<file path="src/awve_pkg.sv">
// Package: shared types and constants of the adaptive window velocity estimator.
package awve_pkg;

	localparam int SAMPLE_W = 128;
	localparam int TDATA_W  = 136;
	localparam int CFG_W    = 21;
	localparam int MD_W     = 5;
	localparam int BAND_W   = 21;
	localparam int WIN_W    = 4;
	localparam int DIV_W    = 48;
	localparam int CNT_W    = 6;

	localparam logic [WIN_W-1:0]  WIN_MAX    = 4'd15;
	localparam logic [MD_W-1:0]   DEPTH_RST  = 5'd15;
	localparam logic [BAND_W-1:0] BAND_RST   = 21'd6554;
	localparam logic              REG_DEPTH  = 1'b0;
	localparam logic              REG_BAND   = 1'b1;

	typedef logic [1:0] axis_t;
	localparam axis_t AX_X = 2'd0;
	localparam axis_t AX_Y = 2'd1;
	localparam axis_t AX_Z = 2'd2;

	typedef enum logic [3:0] {
		ST_IDLE,
		ST_WIN_RD,
		ST_WIN_LD,
		ST_WIN_CHK,
		ST_IN_RD,
		ST_IN_LD,
		ST_IN_CHK,
		ST_AX_PREP,
		ST_AX_MUL,
		ST_AX_CMP,
		ST_VEL_INIT,
		ST_VEL_DIV,
		ST_VEL_ST,
		ST_DONE
	} state_t;

	typedef struct packed {
		logic             load_new;
		logic             rd;
		logic             ld_od;
		logic             ld_in;
		logic             prep;
		logic             mul;
		logic             acc_save;
		logic             div_init;
		logic             div_step;
		logic             vel_st;
		logic             out_load;
		logic             res_valid;
		logic [WIN_W-1:0] wlen;
		axis_t            axis;
	} cmd_t;

	typedef struct packed {
		logic dt_zero;
		logic ti_ge;
		logic fit_ok;
		logic div_last;
	} stat_t;

endpackage

</file>
<file path="src/awve_ctrl.sv">
// Controller: sequencing of the window search, ring pointers and output handshake.
module awve_ctrl
	import awve_pkg::*;
#(
	parameter int MAX_DEPTH = 16
) (
	input  logic                         clk,
	input  logic                         arst_n,
	input  logic                         s_tvalid,
	output logic                         s_tready,
	output logic                         m_tvalid,
	input  logic                         m_tready,
	input  logic                         cfg_wen,
	input  logic                         cfg_index,
	input  logic [MD_W-1:0]              cfg_depth,
	input  stat_t                        stat,
	output cmd_t                         cmd,
	output logic [$clog2(MAX_DEPTH)-1:0] wr_addr,
	output logic [$clog2(MAX_DEPTH)-1:0] rd_addr
);

	localparam int AW = $clog2(MAX_DEPTH);
	localparam int FW = $clog2(MAX_DEPTH + 1);

	state_t           state_q, state_n;
	logic [AW-1:0]    ws_q;
	logic [FW-1:0]    fill_q, fill_inc;
	logic [MD_W-1:0]  md_q;
	logic [WIN_W-1:0] k_q, k_n, i_q, i_n, best_q, best_n, maxk;
	axis_t            ax_q, ax_n;
	logic             valid_q, valid_n, mv_q;
	logic             do_pass, do_fail;
	logic [WIN_W-1:0] back;
	int               slot, fm;

	function automatic logic [FW-1:0] eff_of(input logic [MD_W-1:0] m);
		logic [FW-1:0] r;
		if (int'(m) < 2) begin
			r = FW'(2);
		end else if (int'(m) > MAX_DEPTH) begin
			r = FW'(MAX_DEPTH);
		end else begin
			r = FW'(m);
		end
		return r;
	endfunction

	assign fill_inc = (fill_q < eff_of(md_q)) ? fill_q + FW'(1) : fill_q;
	assign wr_addr  = ws_q;
	assign m_tvalid = mv_q;

	always_comb begin
		fm   = int'(fill_q) - 1;
		maxk = (fm > 15) ? WIN_MAX : WIN_W'(fm);
		back = (state_q == ST_IN_RD) ? i_q : k_q;
		slot = int'(ws_q) + MAX_DEPTH - 1 - int'(back);
		if (slot >= MAX_DEPTH) begin
			slot = slot - MAX_DEPTH;
		end
		rd_addr = AW'(slot);
	end

	always_comb begin
		state_n  = state_q;
		cmd      = '0;
		cmd.axis = ax_q;
		s_tready = 1'b0;
		k_n      = k_q;
		i_n      = i_q;
		ax_n     = ax_q;
		best_n   = best_q;
		valid_n  = valid_q;
		do_pass  = 1'b0;
		do_fail  = 1'b0;
		unique case (state_q)
			ST_IDLE: begin
				s_tready = 1'b1;
				if (s_tvalid) begin
					cmd.load_new = 1'b1;
					if (fill_inc < FW'(2)) begin
						valid_n = 1'b0;
						state_n = ST_DONE;
					end else begin
						k_n     = 4'd1;
						state_n = ST_WIN_RD;
					end
				end
			end
			ST_WIN_RD: begin
				cmd.rd  = 1'b1;
				state_n = ST_WIN_LD;
			end
			ST_WIN_LD: begin
				cmd.ld_od = 1'b1;
				state_n   = ST_WIN_CHK;
			end
			ST_WIN_CHK: begin
				if (stat.dt_zero) begin
					do_fail = 1'b1;
				end else if (k_q == 4'd1) begin
					do_pass = 1'b1;
				end else begin
					i_n     = 4'd1;
					state_n = ST_IN_RD;
				end
			end
			ST_IN_RD: begin
				cmd.rd  = 1'b1;
				state_n = ST_IN_LD;
			end
			ST_IN_LD: begin
				cmd.ld_in = 1'b1;
				state_n   = ST_IN_CHK;
			end
			ST_IN_CHK: begin
				if (stat.ti_ge) begin
					do_fail = 1'b1;
				end else begin
					ax_n    = AX_X;
					state_n = ST_AX_PREP;
				end
			end
			ST_AX_PREP: begin
				cmd.prep = 1'b1;
				state_n  = ST_AX_MUL;
			end
			ST_AX_MUL: begin
				cmd.mul = 1'b1;
				state_n = ST_AX_CMP;
			end
			ST_AX_CMP: begin
				if (!stat.fit_ok) begin
					do_fail = 1'b1;
				end else if (ax_q != AX_Z) begin
					ax_n    = ax_q + 2'd1;
					state_n = ST_AX_PREP;
				end else if (i_q + 4'd1 < k_q) begin
					i_n     = i_q + 4'd1;
					state_n = ST_IN_RD;
				end else begin
					do_pass = 1'b1;
				end
			end
			ST_VEL_INIT: begin
				cmd.div_init = 1'b1;
				state_n      = ST_VEL_DIV;
			end
			ST_VEL_DIV: begin
				cmd.div_step = 1'b1;
				if (stat.div_last) begin
					state_n = ST_VEL_ST;
				end
			end
			ST_VEL_ST: begin
				cmd.vel_st = 1'b1;
				if (ax_q == AX_Z) begin
					valid_n = 1'b1;
					state_n = ST_DONE;
				end else begin
					ax_n    = ax_q + 2'd1;
					state_n = ST_VEL_INIT;
				end
			end
			ST_DONE: begin
				cmd.res_valid = valid_q;
				cmd.wlen      = valid_q ? best_q : '0;
				if (!mv_q || m_tready) begin
					cmd.out_load = 1'b1;
					state_n      = ST_IDLE;
				end
			end
			default: begin
				state_n = ST_IDLE;
			end
		endcase

		// The longest accepted window is kept; a rejection ends the search.
		if (do_pass) begin
			cmd.acc_save = 1'b1;
			best_n       = k_q;
			if (k_q < maxk) begin
				k_n     = k_q + 4'd1;
				state_n = ST_WIN_RD;
			end else begin
				ax_n    = AX_X;
				state_n = ST_VEL_INIT;
			end
		end
		if (do_fail) begin
			if (k_q == 4'd1) begin
				valid_n = 1'b0;
				state_n = ST_DONE;
			end else begin
				ax_n    = AX_X;
				state_n = ST_VEL_INIT;
			end
		end
	end

	always_ff @(posedge clk or negedge arst_n) begin
		if (!arst_n) begin
			state_q <= ST_IDLE;
			k_q     <= '0;
			i_q     <= '0;
			ax_q    <= AX_X;
			best_q  <= '0;
			valid_q <= 1'b0;
		end else begin
			state_q <= state_n;
			k_q     <= k_n;
			i_q     <= i_n;
			ax_q    <= ax_n;
			best_q  <= best_n;
			valid_q <= valid_n;
		end
	end

	always_ff @(posedge clk or negedge arst_n) begin
		if (!arst_n) begin
			ws_q   <= '0;
			fill_q <= '0;
			md_q   <= DEPTH_RST;
			mv_q   <= 1'b0;
		end else begin
			if (cmd.load_new) begin
				ws_q   <= (int'(ws_q) == MAX_DEPTH - 1) ? '0 : ws_q + AW'(1);
				fill_q <= fill_inc;
			end else if (cfg_wen && cfg_index == REG_DEPTH) begin
				md_q <= cfg_depth;
				if (fill_q > eff_of(cfg_depth)) begin
					fill_q <= eff_of(cfg_depth);
				end
			end
			if (cmd.out_load) begin
				mv_q <= 1'b1;
			end else if (m_tready) begin
				mv_q <= 1'b0;
			end
		end
	end

endmodule

</file>
<file path="config.mk">
export PLATFORM = sky130hd
export DESIGN_NAME = awve_ctrl
export DESIGN_NICKNAME = d
export VERILOG_FILES = /design/src/awve_pkg.sv /design/src/awve_ctrl.sv
export SDC_FILE = /design/constraint.sdc
export NUM_CORES = 1
export LEC_CHECK = 0
export BUFFER_PORTS_ARGS = -buffer_cell sky130_fd_sc_hd__buf_4
export CORE_UTILIZATION = 50
export CTS_CLUSTER_DIAMETER = 200
export DETAILED_ROUTE_END_ITERATION = 7
export HOLD_SLACK_MARGIN = 0.03
export PLACE_DENSITY = 0.71
export SYNTH_ARGS = -nofsm -noshare
export SYNTH_HDL_FRONTEND = slang
export SYNTH_SLANG_ARGS = --single-unit
</file>
<file path="constraint.sdc">
create_clock -name clk -period 4 [get_ports clk]
set_clock_uncertainty 0.15 [all_clocks]
set_input_delay 0.4 -clock clk [delete_from_list [all_inputs] [get_ports clk]]
set_output_delay 0.4 -clock clk [all_outputs]
set_load 0.01 [all_outputs]
</file>
* Word level (Yosys, flattened, before mapping)
Cells that the tools add are included.
** Storage, ports and cells
- Register bits after elaboration :: 34
- Input bits :: 15
- Output and inout port bits :: 28
- Logic and storage cells :: 159
** Cells by class
- $add $sub $neg :: 10
- Magnitude comparators :: 11
- Equality and inequality tests :: 30
- Mux-type cells :: 83
- Bitwise logic cells :: 2
- Reduce and logical (&&, ||, !) cells :: 13
** Operator list (number)
- two-way mux 4 bit :: 28
- case mux 4 bit (14 select lines) :: 1
- two-way mux 5 bit :: 10
- two-way mux 1 bit :: 28
- != test 4 bit (second input constant) :: 7
- == test 4 bit (second input constant) :: 6
- == test 4 x 3 -> 1 bit (second input constant) :: 4
- two-way mux 2 bit :: 8
- less-than comparator 5 x 2 -> 1 bit (second input constant) :: 3
- adder 4 x 1 -> 4 bit (second input constant) :: 3
- == test 4 x 1 -> 1 bit (second input constant) :: 3
- != test 2 bit (second input constant) :: 6
- greater-than comparator 5 bit (second input constant) :: 2
- == test 4 x 2 -> 1 bit (second input constant) :: 2
- greater-or-equal comparator 8 x 6 -> 1 bit (second input constant) :: 1
- less-than comparator 4 bit :: 2
- case mux 4 bit (2 select lines) :: 1
- AND reduction 8 bit :: 1
- nonzero test 2 bit :: 4
- subtractor 7 x 5 -> 8 bit :: 1
- subtractor 6 x 1 -> 7 bit (second input constant) :: 1
- adder 4 x 5 -> 6 bit (second input constant) :: 1
- greater-than comparator 6 x 5 -> 1 bit (second input constant) :: 1
- two-way mux 3 bit :: 2
- 20 further kinds :: 23

* Depth between registers and ports, before layout
- Depth after elaboration :: 11
- Mapped depth :: 13

* Worst setup path after synthesis
No wires, ideal clock.
- Kind :: reg-to-reg
- Start point :: register fill_q[0]
- End point :: register state_q[3]
- Data arrival time :: 3.073 ns
- Setup slack :: 0.651 ns
- Cell stages (with the launch flop) :: 13
- Buffers on the path :: 1
- Period minus slack after synthesis :: 3.349 ns
- Cells stage by stage :: dfrtp_1 -> buf_2 -> inv_1 -> ha_1 -> nand2b_1 -> or4_1 -> and3_1 -> ha_1 -> o211a_1 -> a211oi_1 -> o21bai_4 -> a2111o_1 -> o32a_1
** On the way
- Cells in the longest elaborated chain, start to end :: 8
- Elaborated cells on any way between the ends :: 14
** Ends and longest elaborated chain
- start, declared :: RTL line awve_ctrl.sv:27 : logic [FW-1:0] fill_q, fill_inc;
- start signal, assigned :: RTL line awve_ctrl.sv:227 : fill_q <= fill_inc;
- start signal, assigned :: RTL line awve_ctrl.sv:231 : fill_q <= eff_of(cfg_depth);
- adder 5 x 1 -> 5 bit / less-than comparator 5 bit (equally long branches) :: RTL line awve_ctrl.sv:48 : assign fill_inc = (fill_q < eff_of(md_q)) ? fill_q + FW'(1) : fill_q;
- two-way mux 5 bit :: RTL line awve_ctrl.sv:48
- less-than comparator 5 x 2 -> 1 bit :: RTL line awve_ctrl.sv:80 : if (fill_inc < FW'(2)) begin
- two-way mux 4 bit :: RTL line awve_ctrl.sv:80
- two-way mux 4 bit :: RTL line awve_ctrl.sv:78 : if (s_tvalid) begin
- case mux 4 bit (14 select lines) :: RTL line awve_ctrl.sv:75 : unique case (state_q)
- two-way mux 4 bit (*) :: RTL line awve_ctrl.sv:178 : if (do_pass) begin
- two-way mux 4 bit (*) :: RTL line awve_ctrl.sv:189 : if (do_fail) begin
- end signal, assigned :: RTL line awve_ctrl.sv:209 : state_q <= state_n;
- end, declared :: RTL line awve_ctrl.sv:25 : state_t state_q, state_n;
Mark *: on every way between the ends. The rest lies on a longest branch, timed or not. The select of a mux whose other input is x is not followed.
A chain may end at the register's enable or synchronous reset.

* Final worst setup path
Same ends and word-level chain as after synthesis.

==> impl_metrics.csv <==
group,metric,value,unit
setup_path,cp-end-kind,"flip-flop",
setup_path,crit_top_cell,"ha_1",
cells_and_area,multiInputGateArea,0.00188,mm2
hold_path,hold_class,"in2reg",
clocking,cts_resized,0,
sta,slew_violations,0,
setup_path,crit_family,"compound AO/OA/AOI/OAI gates",
setup_path,cp-start-kind,"flip-flop",
clocking,cts-root-buf,"clkbuf_8",
cells_and_area,final_cell_mix,"buf_4 (45), nor2_1 (34), dfrtp_1 (30), inv_1 (27), ha_1 (27)",
die,io_pins,43,
setup_path,arrival,3590,ps
sta,finalHoldViolCount,0,
setup_path,cp_max_fo,9,
clocking,h-tree-depth,2,
yosys,ys_ff_latch,34,
setup_path,critical_path_required,4030,ps
cells_and_area,final_util,0.605,
flow_run,cap_violations,0,
power_and_ir_drop,peakVddDrop,0.000481,V
clocking,postCtsSetupBuffers,0,
cells_and_area,antenna_cells,0,
sta,max_freq,280,MHz
routing,wl_per_cell,14.7,um
setup_path,critPathSlowestCell,"dfrtp_1",
clocking,path_clk_slew,70,ps
sta,period_share,0.892,
routing,drt_first_iter_violations,191,
grt,grt-ovfl-total,0,
yosys,ys_async_sr_fraction,1.00,
yosys,yosysWarnings,0,
sta,tightest_slew,523,ps
clocking,cts_sinks,34,
routing,drc,0,
sta,tns,0,ps
routing,avgViaCountPerCell,5.82,
placement,dp_hpwl,5250,um
sta,min_period,3570,ps
grt,grt_pass1_vias,2559,
placement,port_buffers,42,
setup_path,crit_buf_inv,1,
grt,grt_pass1_wl,11600,um
cells_and_area,final_nets,430,
cells_and_area,regArea,856,um2
cells_and_area,final_common_cell,"buf_4",
routing,vias,2679,
yosys,syn_avg_cell_area,8.36,um2
die,die_area,0.00614,mm2
setup_path,worstSetupPathType,"reg2reg",
setup_path,max_stage_delay,470,ps
clocking,clock_path_buffers,2,
die,coreArea,0.00557,mm2
clocking,cts-hold-fix-buffers,1,
die,row_count,27,
sta,rsz0062_at_grt,"false",
cells_and_area,drive_gt1_frac,0.191,
routing,dr.pass1.iters,4,
setup_path,worstPathCellList,"inv_1 -> ha_1 -> nand2b_1 -> or4_1 -> and3_1 -> ha_1 -> o211a_1 -> a211oi_1 -> o21bai_4 -> a2111o_1 -> o32a_1",
die,fp.dieW,78.4,um
yosys,syn-cell-area,0.00292,mm2
sta,relSlewSlack,0.649,
die,initial_core_util,0.523,
yosys,ys_seq_area_frac,0.293,
die,fp.dieH,78.4,um
grt,grt.total_usage,0.238,
power_and_ir_drop,p_per_area,757,mW/mm2
clocking,cts_tree,"built",
routing,wirelength,6770,um
routing,final_antenna_net_count,0,
run_status,status,"finished clean",
clocking,insertion_delay,300,ps
sta,setup_viol,0,
clocking,cts_made_buffers,5,
grt,antenna_found_initial,0,
cells_and_area,synthToLayoutAreaGrowth,15.6,%
yosys,synth_cell_types,60,
yosys,syn-num-nets,392,
cells_and_area,fill_cells,511,
power_and_ir_drop,p_leak,1.56,nW
grt,grt_max_degree,35,
yosys,ys.flop_type,"dfrtp_1",
yosys,synth_edf_count,0,
placement,place.gp.congestion,0.906,
yosys,synthCells,349,
-- synthesized netlist by cell type (all sizes together), types with 6 or more instances --
cell type / number / area share
nand2: 24 / 0.031
a21oi: 25 / 0.043
nor3: 12 / 0.021
mux2i: 6 / 0.021
ha: 27 / 0.12
nand3: 10 / 0.017
mux2: 7 / 0.027
clkbuf: 9 / 0.012
nor2: 34 / 0.044
xor2: 8 / 0.024
dfrtp: 30 / 0.26
nand2b: 11 / 0.024
inv: 27 / 0.035
buf: 6 / 0.015
o21ai: 21 / 0.036
-- sequential cells by signal, summed over array words and instances (netlist names) --
name      cells
ax_q          2
best_q        4
fill_q        5
i_q           4
k_q           4
m_tvalid      1
md_q          5
state_q       4
valid_q       1
wr_addr       4
-- power breakdown --
group / switching (W) / internal [W] / leakage, nW / total, W
registers: 0.000191 / 0.000476 / 0.419 / 0.000667
logic: 0.000855 / 0.000756 / 1.09 / 0.00161
clock network: 0.000136 / 0.000138 / 0.0472 / 0.000275
total: 0.00118 / 0.00137 / 1.56 / 0.00255
-- cells by family after synthesis --
| group | synth area share |
|---|---|
| multiplexers | 0.0476 |
| XOR/XNOR | 0.0390 |
| flip-flops | 0.293 |
| adder cells (fa/ha/maj) | 0.123 |
| AND/OR/NAND/NOR | 0.224 |
| AO/OA/AOI/OAI | 0.211 |
| buffers and inverters | 0.0617 |
-- layout make-up --
cell class / instances / share of cell area
clock buffers: 6 / 0.0245
clock inverters: 2 / 0.00371
inverters: 27 / 0.0301
multi-input cells: 273 / 0.558
flip-flops and latches: 34 / 0.254
well taps: 72 / 0.0267
repair buffers: 46 / 0.103
-- metal layers --
| layer | up-vias | GRT usage | routed length [um] |
|---|---|---|---|
| met5 | - | 0 | 0 |
| met4 | 0 | 0.0833 | 93 |
| met3 | 9 | 0.0372 | 322 |
| met2 | 80 | 0.423 | 3380 |
| met1 | 1254 | 0.290 | 2970 |
| li1 | 1336 | - | - |
-- path summary, 6_finish.rpt --
path | from | to | slack (ps) | cells after the start
worst max-delay path | fill_q[0] | state_q[3] | 430 | 11
worst min-delay path | cfg_depth[0] | md_q[0] | 210 | 2
worst max register to register | fill_q[0] | state_q[3] | 430 | 11
worst min register to register | best_q[1] | best_q[1] | 330 | 2
max in group asynchronous | arst_n | md_q[0] | 2900 | 2
min in group asynchronous | arst_n | k_q[3] | 440 | 2
-- metrics by stage --
step | hold WS (ps) | cells | total power (W) | area, um2 | setup slack [ps]
after floorplan | -45.6 | 349 | 0.00179 | 2920 | 651
after global placement | 227 | 451 | 0.00223 | 3270 | 556
after detailed placement | 235 | 451 | 0.00227 | 3270 | 448
after CTS | 198 | 460 | 0.00256 | 3370 | 438
after global routing | 212 | 460 | 0.00280 | 3370 | 218
final | 209 | 460 | 0.00255 | 3370 | 433
(Power assumes the default switching activity.)
